**src/rtl/fdes_pkg.sv**
```systemverilog
// types and constants shared by the directory entry scan unit
`default_nettype none

package fdes_pkg;

   localparam int REQ_TDATA_W = 144;
   localparam int RSP_TDATA_W = 136;
   localparam int RSP_TUSER_W = 3;

   localparam logic [7:0] SLOT_END  = 8'h00;
   localparam logic [7:0] SLOT_GONE = 8'hE5;
   localparam logic [7:0] ATTR_LFN  = 8'h0F;
   localparam logic [7:0] CHAR_DOT  = 8'h2E;
   localparam logic [7:0] CHAR_SPC  = 8'h20;
   localparam int         ATTR_VOL_BIT = 3;
   localparam int         ATTR_DIR_BIT = 4;
   localparam int         LFN_LAST_BIT = 6;
   localparam logic [7:0] LFN_CHARS = 8'd13;
   localparam logic [15:0] COUNT_MAX = 16'hFFFF;

   localparam logic KIND_BEGIN = 1'b0;
   localparam logic KIND_SLOT  = 1'b1;

   typedef enum logic [2:0] {
      ST_PENDING = 3'd0,
      ST_END     = 3'd1,
      ST_SHORT   = 3'd2,
      ST_LONG    = 3'd3,
      ST_IGNORED = 3'd4
   } status_type;

   // lowest bits last
   typedef struct packed {
      logic [6:0]  pad;
      logic [15:0] date_in;
      logic [15:0] time_in;
      logic [31:0] size_in;
      logic [15:0] cluster_low;
      logic [15:0] cluster_high;
      logic [7:0]  attr_byte;
      logic [7:0]  second_name_byte;
      logic [7:0]  first_name_byte;
      logic        long_names;
      logic [15:0] wanted_index;
   } req_data_type;

   typedef struct packed {
      logic [5:0]  pad;
      logic        name_piece_last;
      logic        name_piece_valid;
      logic [7:0]  name_offset;
      logic [15:0] found_date;
      logic [15:0] found_time;
      logic [7:0]  found_attributes;
      logic [31:0] found_size;
      logic [31:0] found_cluster;
      logic [15:0] entry_number;
   } rsp_data_type;

   typedef struct packed {
      logic [15:0] visible_count;
      logic        long_name_ready;
      logic        scan_active;
      logic [15:0] target_entry;
      logic        long_mode;
   } scan_state_type;

endpackage

`default_nettype wire

```
**src/rtl/fdes_slot_eval.sv**
```systemverilog
// next scan state and result for one item
`default_nettype none

module fdes_slot_eval
   import fdes_pkg::*;
(
   input  scan_state_type cur_state,
   input  logic           kind,
   input  req_data_type   req,
   output scan_state_type nxt_state,
   output status_type     status,
   output rsp_data_type   rsp
);

   logic        found;
   logic        is_dot;
   logic        is_vol;
   logic        at_target;
   logic [15:0] bumped;
   logic [3:0]  seq_idx;

   assign is_dot = (req.first_name_byte == CHAR_DOT) && (req.second_name_byte == CHAR_SPC)
                   && req.attr_byte[ATTR_DIR_BIT];
   assign is_vol = req.attr_byte[ATTR_VOL_BIT];
   assign at_target = (cur_state.visible_count == cur_state.target_entry);
   assign bumped = (cur_state.visible_count == COUNT_MAX) ? cur_state.visible_count
                   : cur_state.visible_count + 16'd1;
   assign seq_idx = req.first_name_byte[3:0] - 4'd1;

   always_comb begin
      nxt_state = cur_state;
      status    = ST_PENDING;
      found     = 1'b0;
      rsp       = '0;
      if (kind == KIND_BEGIN) begin
         nxt_state.target_entry    = req.wanted_index;
         nxt_state.long_mode       = req.long_names;
         nxt_state.visible_count   = '0;
         nxt_state.long_name_ready = 1'b0;
         nxt_state.scan_active     = 1'b1;
      end else if (!cur_state.scan_active) begin
         status = ST_IGNORED;
      end else if (req.first_name_byte == SLOT_END) begin
         status = ST_END;
         nxt_state.scan_active = 1'b0;
      end else if (req.first_name_byte == SLOT_GONE) begin
         status = ST_PENDING;
      end else if (req.attr_byte == ATTR_LFN) begin
         if (cur_state.long_mode) begin
            rsp.name_offset      = 8'({4'd0, seq_idx} * LFN_CHARS);
            rsp.name_piece_valid = 1'b1;
            rsp.name_piece_last  = req.first_name_byte[LFN_LAST_BIT];
            if (req.first_name_byte[3:0] == 4'd1) begin
               nxt_state.long_name_ready = 1'b1;
            end
         end
      end else if (cur_state.long_name_ready) begin
         if (at_target) begin
            status = ST_LONG;
            found  = 1'b1;
            nxt_state.scan_active = 1'b0;
         end else begin
            nxt_state.long_name_ready = 1'b0;
            nxt_state.visible_count   = bumped;
         end
      end else if (!(is_dot || is_vol)) begin
         if (at_target) begin
            status = ST_SHORT;
            found  = 1'b1;
            nxt_state.scan_active = 1'b0;
         end else begin
            nxt_state.visible_count = bumped;
         end
      end
      rsp.entry_number = nxt_state.visible_count;
      if (found) begin
         rsp.found_cluster    = {req.cluster_high, req.cluster_low};
         rsp.found_size       = req.size_in;
         rsp.found_attributes = req.attr_byte;
         rsp.found_time       = req.time_in;
         rsp.found_date       = req.date_in;
      end
   end

endmodule

`default_nettype wire

```
**src/rtl/fat_directory_entry_scan_unit.sv**
```systemverilog
// top level of the directory entry scan unit
//
//   channel   dir   tdata                          tuser
//   req_      in    slot or begin fields (144 b)   kind
//   rsp_      out   entry and found fields (136 b) status
//
// one item a cycle while results are taken; each item passes from accept to result
// through the input register, then the result register; scan state updates as an
// item leaves the input register, so back to back slots see each other's effect
// synchronous reset clears the scan state and both valid flags
// a stalled result holds; the input register keeps taking items while the result is taken
`default_nettype none

module fat_directory_entry_scan_unit
   import fdes_pkg::*;
(
   input  logic                   clock,
   input  logic                   reset,
   input  logic                   req_tvalid,
   output logic                   req_tready,
   // wanted_index, long_names, first_name_byte, second_name_byte, attr_byte,
   // cluster_high, cluster_low, size_in, time_in, date_in, zero pad
   input  logic [REQ_TDATA_W-1:0] req_tdata,
   // kind
   input  logic                   req_tuser,
   output logic                   rsp_tvalid,
   input  logic                   rsp_tready,
   // entry_number, found_cluster, found_size, found_attributes, found_time,
   // found_date, name_offset, name_piece_valid, name_piece_last, zero pad
   output logic [RSP_TDATA_W-1:0] rsp_tdata,
   // status
   output logic [RSP_TUSER_W-1:0] rsp_tuser
);

   logic                   in_valid_ff;
   logic                   in_kind_ff;
   req_data_type           in_data_ff;
   scan_state_type         state_ff;
   scan_state_type         state_in;
   logic                   out_valid_ff;
   status_type             out_status_ff;
   rsp_data_type           out_data_ff;
   status_type             status_in;
   rsp_data_type           data_in;
   logic                   advance;

   assign advance    = in_valid_ff && (!out_valid_ff || rsp_tready);
   assign req_tready = !in_valid_ff || advance;

   fdes_slot_eval u_eval (
      .cur_state (state_ff),
      .kind      (in_kind_ff),
      .req       (in_data_ff),
      .nxt_state (state_in),
      .status    (status_in),
      .rsp       (data_in)
   );

   always_ff @(posedge clock) begin
      if (reset) begin
         in_valid_ff <= 1'b0;
      end else if (req_tready) begin
         in_valid_ff <= req_tvalid;
      end
   end

   always_ff @(posedge clock) begin
      if (req_tready && req_tvalid) begin
         in_kind_ff <= req_tuser;
         in_data_ff <= req_data_type'(req_tdata);
      end
   end

   always_ff @(posedge clock) begin
      if (reset) begin
         state_ff     <= '0;
         out_valid_ff <= 1'b0;
      end else begin
         if (advance) begin
            state_ff <= state_in;
         end
         if (advance) begin
            out_valid_ff <= 1'b1;
         end else if (rsp_tready) begin
            out_valid_ff <= 1'b0;
         end
      end
   end

   always_ff @(posedge clock) begin
      if (advance) begin
         out_status_ff <= status_in;
         out_data_ff   <= data_in;
      end
   end

   assign rsp_tvalid = out_valid_ff;
   assign rsp_tdata  = out_data_ff;
   assign rsp_tuser  = out_status_ff;

endmodule

`default_nettype wire

```
**config.mk**
```make
export PLATFORM = sky130hd
export DESIGN_NAME = fat_directory_entry_scan_unit
export DESIGN_NICKNAME = d
export VERILOG_FILES = /design/src/rtl/fdes_pkg.sv /design/src/rtl/fdes_slot_eval.sv /design/src/rtl/fat_directory_entry_scan_unit.sv
export SDC_FILE = /design/constraint.sdc
export NUM_CORES = 1
export LEC_CHECK = 0
export ABC_AREA = 1
export ABC_CLOCK_PERIOD_IN_PS = 13800
export BUFFER_PORTS_ARGS = -buffer_cell sky130_fd_sc_hd__clkbuf_2
export CAP_MARGIN = 5
export CORE_UTILIZATION = 50
export CTS_CLUSTER_DIAMETER = 100
export DETAILED_ROUTE_END_ITERATION = 8
export HOLD_SLACK_MARGIN = 0.08
export PLACE_DENSITY = 0.73
export SLEW_MARGIN = 15
export SYNTH_ARGS = -nofsm -noshare
export SYNTH_HDL_FRONTEND = slang
export SYNTH_SLANG_ARGS = --single-unit
```
**constraint.sdc**
```tcl
create_clock -name clock -period 13.8 [get_ports clock]
set_clock_uncertainty 0.1 [all_clocks]
set_input_delay 2.76 -clock clock [delete_from_list [all_inputs] [get_ports clock]]
set_output_delay 2.76 -clock clock [all_outputs]
set_load 0.05 [all_outputs]
```
=== After elaboration in Yosys (flattened, before gate mapping) ===
Index checks and enable logic that the tools add are counted.

* Bits in registers: 308
* Input port bits: 149
* Output and inout bits: 141
* Word-level logic and storage cells: 104

* Add/sub/neg operators: 2
* Multipliers: 1
* Eq/ne operators: 12
* Mux-type cells: 38
* Bitwise gates (word level): 4
* Reduce and logical (&&, ||, !) cells: 17

{| class="wikitable"
|+ Operators with widths
! kind !! number
|-
| $mux W16 || 5
|-
| $mux W18 || 3
|-
| $mux W17 || 2
|-
| $mux W1 || 19
|-
| $mux W3 || 6
|-
| $add A16 B1 Y16 const B || 1
|-
| $eq A16 B16 Y1 || 1
|-
| $eq A16 B16 Y1 const B || 1
|-
| $eq A8 B6 Y1 const B || 2
|-
| $reduce_or A5 Y1 || 2
|-
| $mux W9 || 1
|-
| $eq A8 B4 Y1 const B || 1
|-
| $eq A8 B8 Y1 const B || 1
|-
| $logic_not A8 Y1 || 1
|-
| $mul A4 B4 Y8 const B || 1
|-
| $ne A3 B3 Y1 const B || 2
|-
| $reduce_and A6 Y1 || 1
|-
| $reduce_or A6 Y1 || 1
|-
| $eq A4 B1 Y1 const B || 1
|-
| $logic_and A1 B1 Y1 || 4
|-
| $mux W2 || 2
|-
| $ne A2 B2 Y1 const B || 2
|-
| $not A1 Y1 || 4
|-
| $reduce_and A2 Y1 || 2
|-
| 5 further kinds || 8
|}

=== Longest topological paths before layout ===
Gate-level depths: netlist (run 1).

* Depth after elaboration: 11
* Mapped depth: 13
* Mapped depth without buffers: 13

=== Modules after synthesis ===
A second synthesis (run 1) with hierarchy kept.

* Cells, all modules: 1,146
* Area, all modules: 13,608.1 um2

{| class="wikitable"
|+ Modules (own cells, without submodules)
! module !! times used !! cells each !! area an instance (um2) !! sequential area each (um2)
|-
| fat_directory_entry_scan_unit || 1 || 525 || 10,308.6 || 9,268.9
|-
| fdes_slot_eval || 1 || 621 || 3,299.4 || 0.0
|}

=== Worst setup path after synthesis (run 1) ===
Ideal clock, no wire load.

* Path type: input to register
* From: in rsp_tready
* To: reg out_data_ff (netlist bit rsp_tdata[0]), enable pin
* Arrival time: 6.886 ns
* Slack: 6.265 ns
* Cell stages on the path: 5
* Path buffers: 1
* Cells stage by stage: inv_1 -> nand2_1 -> nand2_1 -> inv_1 -> clkbuf_1

* Cells in the longest elaborated chain, start to end: 2

{| class="wikitable"
|+ Ends and longest elaborated chain
! what !! RTL line !! text
|-
| start, declared || fat_directory_entry_scan_unit.sv:27 || <nowiki>input logic rsp_tready,</nowiki>
|-
| $logic_or A1 B1 Y1 || fat_directory_entry_scan_unit.sv:47 || <nowiki>assign advance = in_valid_ff && (!out_valid_ff || rsp_tready);</nowiki>
|-
| $logic_and A1 B1 Y1 || fat_directory_entry_scan_unit.sv:47 ||
|-
| net advance || fat_directory_entry_scan_unit.sv:45 || <nowiki>logic advance;</nowiki>
|-
| end signal, assigned || fat_directory_entry_scan_unit.sv:93 || <nowiki>out_data_ff <= data_in;</nowiki>
|-
| end, declared || fat_directory_entry_scan_unit.sv:42 || <nowiki>rsp_data_type out_data_ff;</nowiki>
|}

The timed path passes the listed nets, and every way through them passes these cells.
A chain may end at the register's enable or synchronous reset.

=== Worst setup path in the final report (run 1) ===
* From: in rsp_tready
* To: out req_tready

* Cells in the longest elaborated chain, start to end: 3

{| class="wikitable"
|+ Ends and longest elaborated chain
! what !! RTL line !! text
|-
| $logic_or A1 B1 Y1 || fat_directory_entry_scan_unit.sv:47 ||
|-
| $logic_and A1 B1 Y1 || fat_directory_entry_scan_unit.sv:47 ||
|-
| $logic_or A1 B1 Y1 || fat_directory_entry_scan_unit.sv:48 || <nowiki>assign req_tready = !in_valid_ff || advance;</nowiki>
|-
| end, declared || fat_directory_entry_scan_unit.sv:20 || <nowiki>output logic req_tready,</nowiki>
|}

No other way between the ends.

==> results.sh, run 1 <==
export IMPL_status="completed"
export IMPL_ys_flop_type="edfxtp_1"
export IMPL_cp_end_kind="primary output"
export IMPL_grt_pass1_wl_mm=34.7
export IMPL_worstReg2RegEnd="rsp_tuser[1]$_SDFFCE_PP0P_"
export IMPL_p_switching_mw=0.480
export IMPL_worst_slack_ns=7.68
export IMPL_die_h_um=159
export IMPL_clock_path_buffers=3
export IMPL_synth_distinct_cells=30
export IMPL_avgSynthCellArea_um2=12.5
export IMPL_cpMostUsedCell="clkbuf_2"
export IMPL_antenna_found_initial=0
export IMPL_dp_worst_setup_slack_ns=7.67
export IMPL_ys_warnings_count=0
export IMPL_multiInputGateArea_um2=2430
export IMPL_path_cells="clkbuf_2 > inv_1 > nand3_1 > clkbuf_2"
export IMPL_dieWidth_um=159
export IMPL_internal_power_mw=1.57
export IMPL_initial_core_util_pct=51.6
export IMPL_vias=7522
export IMPL_diodes=0
export IMPL_cp_required_ns=10.94
export IMPL_critical_path_max_fanout=3
export IMPL_drc=0
export IMPL_critPathLaunchType="primary input"
export IMPL_pwr_share_clk_pct=38.9
export IMPL_maxSlewHeadroom_pct=28.3
export IMPL_max_freq_mhz=163
export IMPL_cp_arrival_ns=3.26
export IMPL_vias_per_cell=4.66
export IMPL_hold_buffers=0
export IMPL_tritoncts="yes"
export IMPL_r2r_cells=10
export IMPL_synth_edf_count=271
export IMPL_drive_gt1_share_pct=30.4
export IMPL_routed_wl_mm=22.9
export IMPL_p_per_area_nw_per_um2=138
export IMPL_dpl_hpwl_mm=15.7
export IMPL_cts_max_level=1
export IMPL_ys_ff_latch=308
export IMPL_grt_usage_pct=17.9
export IMPL_period_minus_slack_ns=6.12
export IMPL_seqPwrFrac_pct=52.6
export IMPL_tightest_slew_ns=1.08
export IMPL_ctsResizeCount=0
export IMPL_syn2layout_area_growth_pct=21.2
export IMPL_min_from="state_ff[11]$_SDFFE_PP0P_"
export IMPL_total_leakage_power_nw=6.52
export IMPL_path_clk_slew_ns=0.06
export IMPL_setup_viol=0
export IMPL_crit_type="primary input to primary output"
export IMPL_drt_first_pass_iters=5
export IMPL_async_flop_share_pct=0
export IMPL_rsz0062_at_grt="false"
export IMPL_layout_nets=1435
export IMPL_grt_max_degree=111
export IMPL_ant_nets=0
export IMPL_vdd_drop_max_v=0.000106
export IMPL_cts_made_buffers=31
export IMPL_holdPathStages=2
export IMPL_hold_viol_final=0
export IMPL_rows=56
export IMPL_fp_coreArea_um2=23800
export IMPL_rr_startpoint="in_data_ff[17]$_DFFE_PP_"
export IMPL_path_buf_inv=3
export IMPL_max_stage_delay_ns=0.29
export IMPL_netlist_instances=981
export IMPL_seq_area_um2=8880
export IMPL_hold_end="state_ff[11]$_SDFFE_PP0P_"
export IMPL_syn_area_um2=12300
export IMPL_drtIter0Drc=481
export IMPL_root_buffer="clkbuf_16"
export IMPL_clkSinkCount=308
export IMPL_ys_seq_area_share_pct=72.4
export IMPL_combPwrFrac_pct=8.5
export IMPL_routedWlPerCell_um=14.2
export IMPL_report_final_slew_viol_count=0
export IMPL_die_area_um2=25100
export IMPL_n_fill_cell=1851
export IMPL_final_setup_tns_ns=0
export IMPL_port_buffers=276
export IMPL_slowest_stage="clkbuf_2"
export IMPL_routabilityCongestion=0.815
export IMPL_worst_hold_path_type="flop to flop"
export IMPL_drv_cap=0
export IMPL_post_cts_buffers=0
export IMPL_r2r_slack_ns=10.17
export IMPL_critical_path_top_delay_family="buffers and inverters"
export IMPL_power_share_switching_pct=23.4
export IMPL_fin_crit_sh_pct=44.4
export IMPL_insertion_delay_ns=0.56
export IMPL_grt_pass1_vias=7157
export IMPL_overflow=0
export IMPL_pin_count=290
## synthesized netlist by cell type (4+ instances only)
library cell  count  area (µm²)
a21oi_1          44         220
buf_4             6        45.0
clkbuf_1         16        60.1
dfxtp_1          37         741
edfxtp_1        271        8140
ha_1             15         188
inv_1           191         717
inv_2             9        33.8
nand2_1         118         443
nand3_1          35         175
nor2_1          112         420
nor2_2            4        25.0
nor2_4           48         541
nor3_1            8        40.0
o21ai_0          44         220
## sequential cells by signal, summed over array words and instances (netlist names)
name / count
in_data_ff: 137
rsp_tvalid: 1
rsp_tuser: 3
state_ff: 35
rsp_tdata: 130
in_valid_ff: 1
in_kind_ff: 1
## cell families (layout without fill, tap and decap cells)
group / Yosys count / after routing / synth area share (%)
buf+inv: 229 / 537 / 7.84
flops: 308 / 308 / 72.4
fa+ha+maj: 16 / 16 / 1.69
compound gates: 90 / 90 / 3.78
simple gates: 334 / 334 / 14.0
xor+xnor: 3 / 3 / 0.214
other cells: 1 / 6 / 0.0306
## worst max-delay path by stage
stage	startpoint	to	slack (ns)	cells after the start
after global placement	rsp_tready	req_tready	7.69	4
after floorplan	rsp_tready	rsp_tdata[0]$_DFFE_PP_	6.27	5
after CTS	rsp_tready	req_tready	7.67	4
after global routing	rsp_tready	req_tready	7.63	4
final	rsp_tready	req_tready	7.68	4
after detailed placement	rsp_tready	req_tready	7.67	4
## final cells by class
cell class | count | area share [%]
Clock inverter | 23 | 1.26
Clock buffer | 34 | 5.30
Multi-Input combinational cell | 449 | 16.4
Timing Repair Buffer | 279 | 9.45
Sequential cell | 308 | 59.8
Tap cell | 319 | 2.69
Inverter | 201 | 5.15
## layout by cell type (no fill, tap or decap), types with 2 or more instances in the layout
| cell | n |
|---|---|
| clkbuf_1 | 3 |
| inv_2 | 9 |
| ha_1 | 15 |
| nand2_2 | 3 |
| conb_1 | 6 |
| o21ai_0 | 44 |
| xor2_1 | 2 |
| clkinv_1 | 13 |
| nor2_4 | 48 |
| nand2_1 | 118 |
| clkbuf_2 | 276 |
| inv_1 | 189 |
| nand3_1 | 35 |
| nor2_1 | 112 |
| nor2_2 | 4 |
| buf_4 | 3 |
| bufinv_16 | 3 |
| nor3_1 | 8 |
| a21oi_1 | 44 |
| edfxtp_1 | 271 |
| clkinv_2 | 5 |
| inv_6 | 3 |
| dfxtp_1 | 37 |
| clkbuf_16 | 31 |
| or2_2 | 3 |
## power by group through the flow
stage                     combinational, mW  clock (mW)  sequential [mW]
final                                 0.174       0.799             1.08
after global routing                  0.192       0.850             1.08
after CTS                             0.176       0.817             1.08
after detailed placement              0.175           0             1.10
after global placement                0.171           0             1.10
after floorplan                      0.0749           0             1.15
## worst min-delay path: cells and delay by family, from the launching register on
kind / cells / cell delay [ns]
buffers and inverters: 1 / 0.06
AO/OA/AOI/OAI: 1 / 0.05
flip-flops: 1 / 0.31
## layer usage
layer  part of all wire, %  global-route usage (%)  routed length (µm)
met5                     0                       0                   0
met4                   3.8                    7.33                 875
met3                   7.7                    4.74                1760
met2                    49                    30.8               11300
met1                    39                    21.3                8960
## through the flow
stage	utilization [%]	hold WS, ns	power (mW)	area [µm²]	cells
CTS	62.5	0.373	2.07	14900	1613
floorplan	-	0.343	1.23	12300	986
detailed placement	58.4	0.363	1.27	13900	1556
global placement	58.4	0.357	1.27	13900	1556
finish	62.5	0.370	2.05	14900	1613
global route	62.5	0.388	2.13	14900	1613
No activity file was read; power rests on OpenSTA's default activity.
==> inputs of run 2 (changes only) <==
- ABC_CLOCK_PERIOD_IN_PS: 13800 -> 6200
- clock period: 13.8 -> 6.2 ns (I/O delays scaled with it)
==> run 2 against run 1 <==
  * Combinational power grew 120%
  * Register-to-register slack lost 7.2 ns
  * Routed wire length grew 1.3%
  * Total power grew 130%
  * Highest routed layer unchanged
  * Sequential power grew 120%
  * Flip-flop and latch count is the same
  * Non-clock buffer count grew 1
  * Via count shrank 0.23%
  * Largest power group unchanged
  * Die area is the same
==> results.sh, run 2 (synthesis gave the netlist of run 1 again) <==
export IMPL_period_minus_slack_ns=3.43
export IMPL_routedWlPerCell_um=14.3
export IMPL_cp_required_ns=6.50
export IMPL_regMostFlops="in_data_ff"
export IMPL_largest_reg_flops=137
export IMPL_rows=56
export IMPL_r2r_cells=12
export IMPL_final_common_cell="clkbuf_2"
export IMPL_routabilityCongestion=0.840
export IMPL_critical_path_max_fanout=110
export IMPL_report_final_slew_viol_count=0
export IMPL_fp_coreArea_um2=23800
export IMPL_overflow=0
export IMPL_final_setup_tns_ns=0
export IMPL_dp_cells=1557
export IMPL_ant_nets=0
export IMPL_final_core_util_pct=62.8
export IMPL_post_cts_buffers=0
export IMPL_clock_path_buffers=3
export IMPL_vias_per_cell=4.65
export IMPL_hold_viol_final=0
export IMPL_p_per_area_nw_per_um2=312
export IMPL_drv_cap=0
export IMPL_hold_buffers=0
export IMPL_status="completed"
export IMPL_crit_type="primary input to flop"
export IMPL_cp_arrival_ns=3.73
export IMPL_critPathLaunchType="primary input"
export IMPL_worst_hold_path_type="flop to flop"
export IMPL_holdPathStages=2
export IMPL_dpl_hpwl_mm=15.8
export IMPL_initial_core_util_pct=51.6
export IMPL_drc=0
export IMPL_layout_nets=1436
export IMPL_grt_pass1_vias=7152
export IMPL_antenna_found_initial=2
export IMPL_cts_max_level=1
export IMPL_grt_pass1_wl_mm=34.9
export IMPL_ctsResizeCount=0
export IMPL_final_cell_mix="clkbuf_2, edfxtp_1, inv_1"
export IMPL_max_freq_mhz=291
export IMPL_grt_usage_pct=18.0
export IMPL_vdd_drop_max_v=0.000241
export IMPL_vias=7505
export IMPL_port_buffers=276
export IMPL_routed_wl_mm=23.2
export IMPL_cts_made_buffers=31
export IMPL_setup_viol=0
export IMPL_dieWidth_um=159
export IMPL_postLayoutCellArea_um2=14900
export IMPL_tritoncts="yes"
export IMPL_fin_crit_sh_pct=55.4
export IMPL_insertion_delay_ns=0.55
export IMPL_path_clk_slew_ns=0.06
export IMPL_tightest_slew_ns=1.02
export IMPL_syn2layout_area_growth_pct=21.6
export IMPL_die_h_um=159
export IMPL_rsz0062_at_grt="false"
export IMPL_finalHoldWorstSlack_ns=0.369
export IMPL_place_area_um2=13900
export IMPL_pin_count=290
export IMPL_die_area_um2=25100
export IMPL_clkSinkCount=308
export IMPL_fin_cells=1615
export IMPL_drt_first_pass_iters=5
export IMPL_grt_max_degree=111
export IMPL_maxSlewHeadroom_pct=31.6
export IMPL_drtIter0Drc=479
export IMPL_total_leakage_power_nw=6.55
export IMPL_cp_end_kind="flop"
export IMPL_drive_gt1_share_pct=30.7
export IMPL_root_buffer="clkbuf_16"
run 2: metrics by stage:
stage	power (mW)	setup slack, ns
after floorplan	2.73	0.185
after global placement	2.83	2.31
after detailed placement	2.84	2.15
after CTS	4.69	2.75
after global routing	4.81	2.55
final	4.65	2.77
run 2: cell type report:
cell class	instances	area [µm²]
Sequential cell	308	8880
Clock inverter	16	183
Clock buffer	40	830
Multi-Input combinational cell	449	2430
Timing Repair Buffer	280	1410
Inverter	201	764
Tap cell	319	399
Antenna cell	2	5.00
Fill cell	1864	8850
run 2: power breakdown:
group / internal (mW) / total, mW / leakage, nW / switching [mW]
registers: 2.36 / 2.40 / 2.96 / 0.0417
clock network: 1.10 / 1.85 / 0.500 / 0.750
logic: 0.104 / 0.388 / 3.09 / 0.284
total: 3.57 / 4.65 / 6.55 / 1.08
run 2: final timing paths:
| path | start | to | slack [ns] |
|---|---|---|---|
| max | rsp_tready | state_ff[16]$_SDFFE_PP0P_ | 2.77 |
| min | state_ff[6]$_SDFFE_PP0P_ | state_ff[6]$_SDFFE_PP0P_ | 0.37 |
| max reg2reg | in_data_ff[17]$_DFFE_PP_ | rsp_tdata[127]$_SDFFCE_PP0P_ | 2.98 |
| min reg2reg | state_ff[6]$_SDFFE_PP0P_ | state_ff[6]$_SDFFE_PP0P_ | 0.37 |
run 2: worst max-delay path: stages:
cell and delay (ns):
clkbuf_2 0.07, inv_1 0.05, nand2_1 0.10, nand2_1 0.15
inv_6 0.67, nand2_1 0.87, o21ai_0 0.47, a21oi_1 0.07
run 2: layer usage:
layer | track usage, % | routed length [µm]
met5 | 0 | 0
met1 | 21.2 | 9100
met3 | 5.09 | 1830
met4 | 5.95 | 623
met2 | 31.6 | 11600
==> inputs of run 3 (changes only) <==
- ABC_CLOCK_PERIOD_IN_PS: 6200 -> 3340
- clock period: 6.2 -> 3.34 ns (I/O delays scaled with it)
==> run 3 against run 2 <==
  * First-iteration DRC count fell by 12%
  * Clock-buffer cell count fell by 4
  * Total power up 80%
==> results.sh, run 3 (synthesis gave the netlist of run 1 again) <==
export IMPL_grt_max_degree=166
export IMPL_worst_hold_path_type="primary input to flop"
export IMPL_vias=7463
export IMPL_hold_end="in_data_ff[54]$_DFFE_PP_"
export IMPL_clkSinkCount=308
export IMPL_tightest_slew_ns=0.853
export IMPL_grt_pass1_vias=7036
export IMPL_antenna_found_initial=1
export IMPL_cp_required_ns=3.63
export IMPL_critical_path_top_delay_family="adder cells"
export IMPL_p_per_area_nw_per_um2=558
export IMPL_drive_gt1_share_pct=31.4
export IMPL_rr_startpoint="in_data_ff[17]$_DFFE_PP_"
export IMPL_r2r_slack_ns=0.14
export IMPL_total_leakage_power_nw=6.56
export IMPL_largest_reg_flops=137
export IMPL_cts_max_level=1
export IMPL_grt_usage_pct=17.7
export IMPL_drtIter0Drc=423
export IMPL_die_area_um2=25100
export IMPL_worstReg2RegEnd="rsp_tdata[127]$_SDFFCE_PP0P_"
export IMPL_setup_viol=0
export IMPL_n_fill_cell=1841
export IMPL_r2r_cells=12
export IMPL_die_h_um=159
export IMPL_max_freq_mhz=313
export IMPL_initial_core_util_pct=51.6
export IMPL_rows=56
export IMPL_critical_path_max_fanout=4
export IMPL_dieWidth_um=159
export IMPL_hold_viol_final=0
export IMPL_vias_per_cell=4.60
export IMPL_diodes=0
export IMPL_maxSlewHeadroom_pct=43.1
export IMPL_hold_buffers=0
export IMPL_regMostFlops="in_data_ff"
export IMPL_overflow=0
export IMPL_routabilityCongestion=0.823
export IMPL_path_clk_slew_ns=0.06
export IMPL_path_buf_inv=3
export IMPL_drv_cap=0
export IMPL_tritoncts="yes"
export IMPL_fin_crit_sh_pct=95.8
export IMPL_drc=0
export IMPL_period_minus_slack_ns=3.20
export IMPL_pin_count=290
export IMPL_cp_end_kind="flop"
export IMPL_grt_pass1_wl_mm=34.3
export IMPL_final_cell_mix="clkbuf_2, edfxtp_1, inv_1"
export IMPL_slowest_stage="fa_1"
export IMPL_port_buffers=276
export IMPL_cts_made_buffers=31
export IMPL_cp_arrival_ns=3.49
export IMPL_holdPathStages=1
export IMPL_dpl_hpwl_mm=16.1
export IMPL_routed_wl_mm=22.8
export IMPL_report_final_slew_viol_count=0
export IMPL_min_from="req_tdata[54]"
export IMPL_status="completed"
export IMPL_worst_slack_ns=0.141
export IMPL_path_cells="inv_1 > ha_2 > xnor2_1 > inv_1 > ha_1 > ha_1 > inv_1 > fa_1 > o21ai_0 > a21oi_1 > or2_2 > a21oi_1"
export IMPL_routedWlPerCell_um=14.1
export IMPL_syn2layout_area_growth_pct=22.1
export IMPL_critPathLaunchType="flop"
export IMPL_insertion_delay_ns=0.55
export IMPL_drt_first_pass_iters=4
export IMPL_max_stage_delay_ns=0.46
export IMPL_final_common_cell="clkbuf_2"
export IMPL_layout_nets=1443
export IMPL_dp_worst_setup_slack_ns=0.117
export IMPL_vdd_drop_max_v=0.000503
export IMPL_fp_coreArea_um2=23800
export IMPL_final_setup_tns_ns=0
export IMPL_root_buffer="clkbuf_16"
export IMPL_cpMostUsedCell="inv_1"
export IMPL_crit_type="flop to flop"
export IMPL_ant_nets=0
export IMPL_clock_path_buffers=3
run 3: how the worst max path moves through the flow:
| stage | start | to | cells after the start | slack (ns) |
|---|---|---|---|---|
| 2_1_floorplan | rsp_tready | in_data_ff[0]$_DFFE_PP_ | 4 | -0.21 |
| 3_3_place_gp | in_data_ff[17]$_DFFE_PP_ | rsp_tdata[127]$_SDFFCE_PP0P_ | 12 | 0.24 |
| 3_5_place_dp | in_data_ff[17]$_DFFE_PP_ | rsp_tdata[127]$_SDFFCE_PP0P_ | 12 | 0.12 |
| 4_1_cts | in_data_ff[17]$_DFFE_PP_ | rsp_tdata[127]$_SDFFCE_PP0P_ | 12 | 0.09 |
| 5_1_grt | in_data_ff[17]$_DFFE_PP_ | rsp_tdata[127]$_SDFFCE_PP0P_ | 12 | -0.05 |
| 6_report | in_data_ff[17]$_DFFE_PP_ | rsp_tdata[127]$_SDFFCE_PP0P_ | 12 | 0.14 |
run 3: timing repair:
action | CTS | global route
endpoints found under the setup margin | 0 | 1
setup buffers | 0 | 1
gates resized for setup | 0 | 1
run 3: stage by stage:
stage | utilization, % | hold slack [ns] | total power [mW] | instances | area (µm²)
finish | 63.0 | 0.190 | 8.35 | 1622 | 15000
global route | 63.0 | 0.160 | 8.65 | 1622 | 15000
CTS | 62.9 | 0.160 | 8.44 | 1621 | 14900
detailed placement | 59.0 | 0.361 | 5.28 | 1563 | 14000
global placement | 59.0 | 0.356 | 5.26 | 1563 | 14000
floorplan | - | 0.343 | 5.06 | 986 | 12300
run 3: layer usage:
metal / wire [µm] / global-route usage, % / up-vias
met5: 13 / 0 / -
met4: 662 / 5.72 / 2
met3: 1770 / 5.20 / 45
met2: 11500 / 31.7 / 237
met1: 8930 / 20.1 / 3409
li1: - / - / 3770
run 3: where the power goes:
part	leakage (nW)	switching, mW	internal (mW)
clock	0.459	1.38	1.78
combinational	3.14	0.538	0.202
sequential	2.96	0.0711	4.39
total	6.56	1.99	6.36
run 3: layout make-up:
cell class	count	area, µm²	share of cell area (%)
inverters	201	776	5.19
multi-input cells	449	2460	16.4
clock buffers	36	795	5.31
repair buffers	287	1510	10.1
well taps	319	399	2.67
flip-flops and latches	308	8880	59.4
clock inverters	22	138	0.920
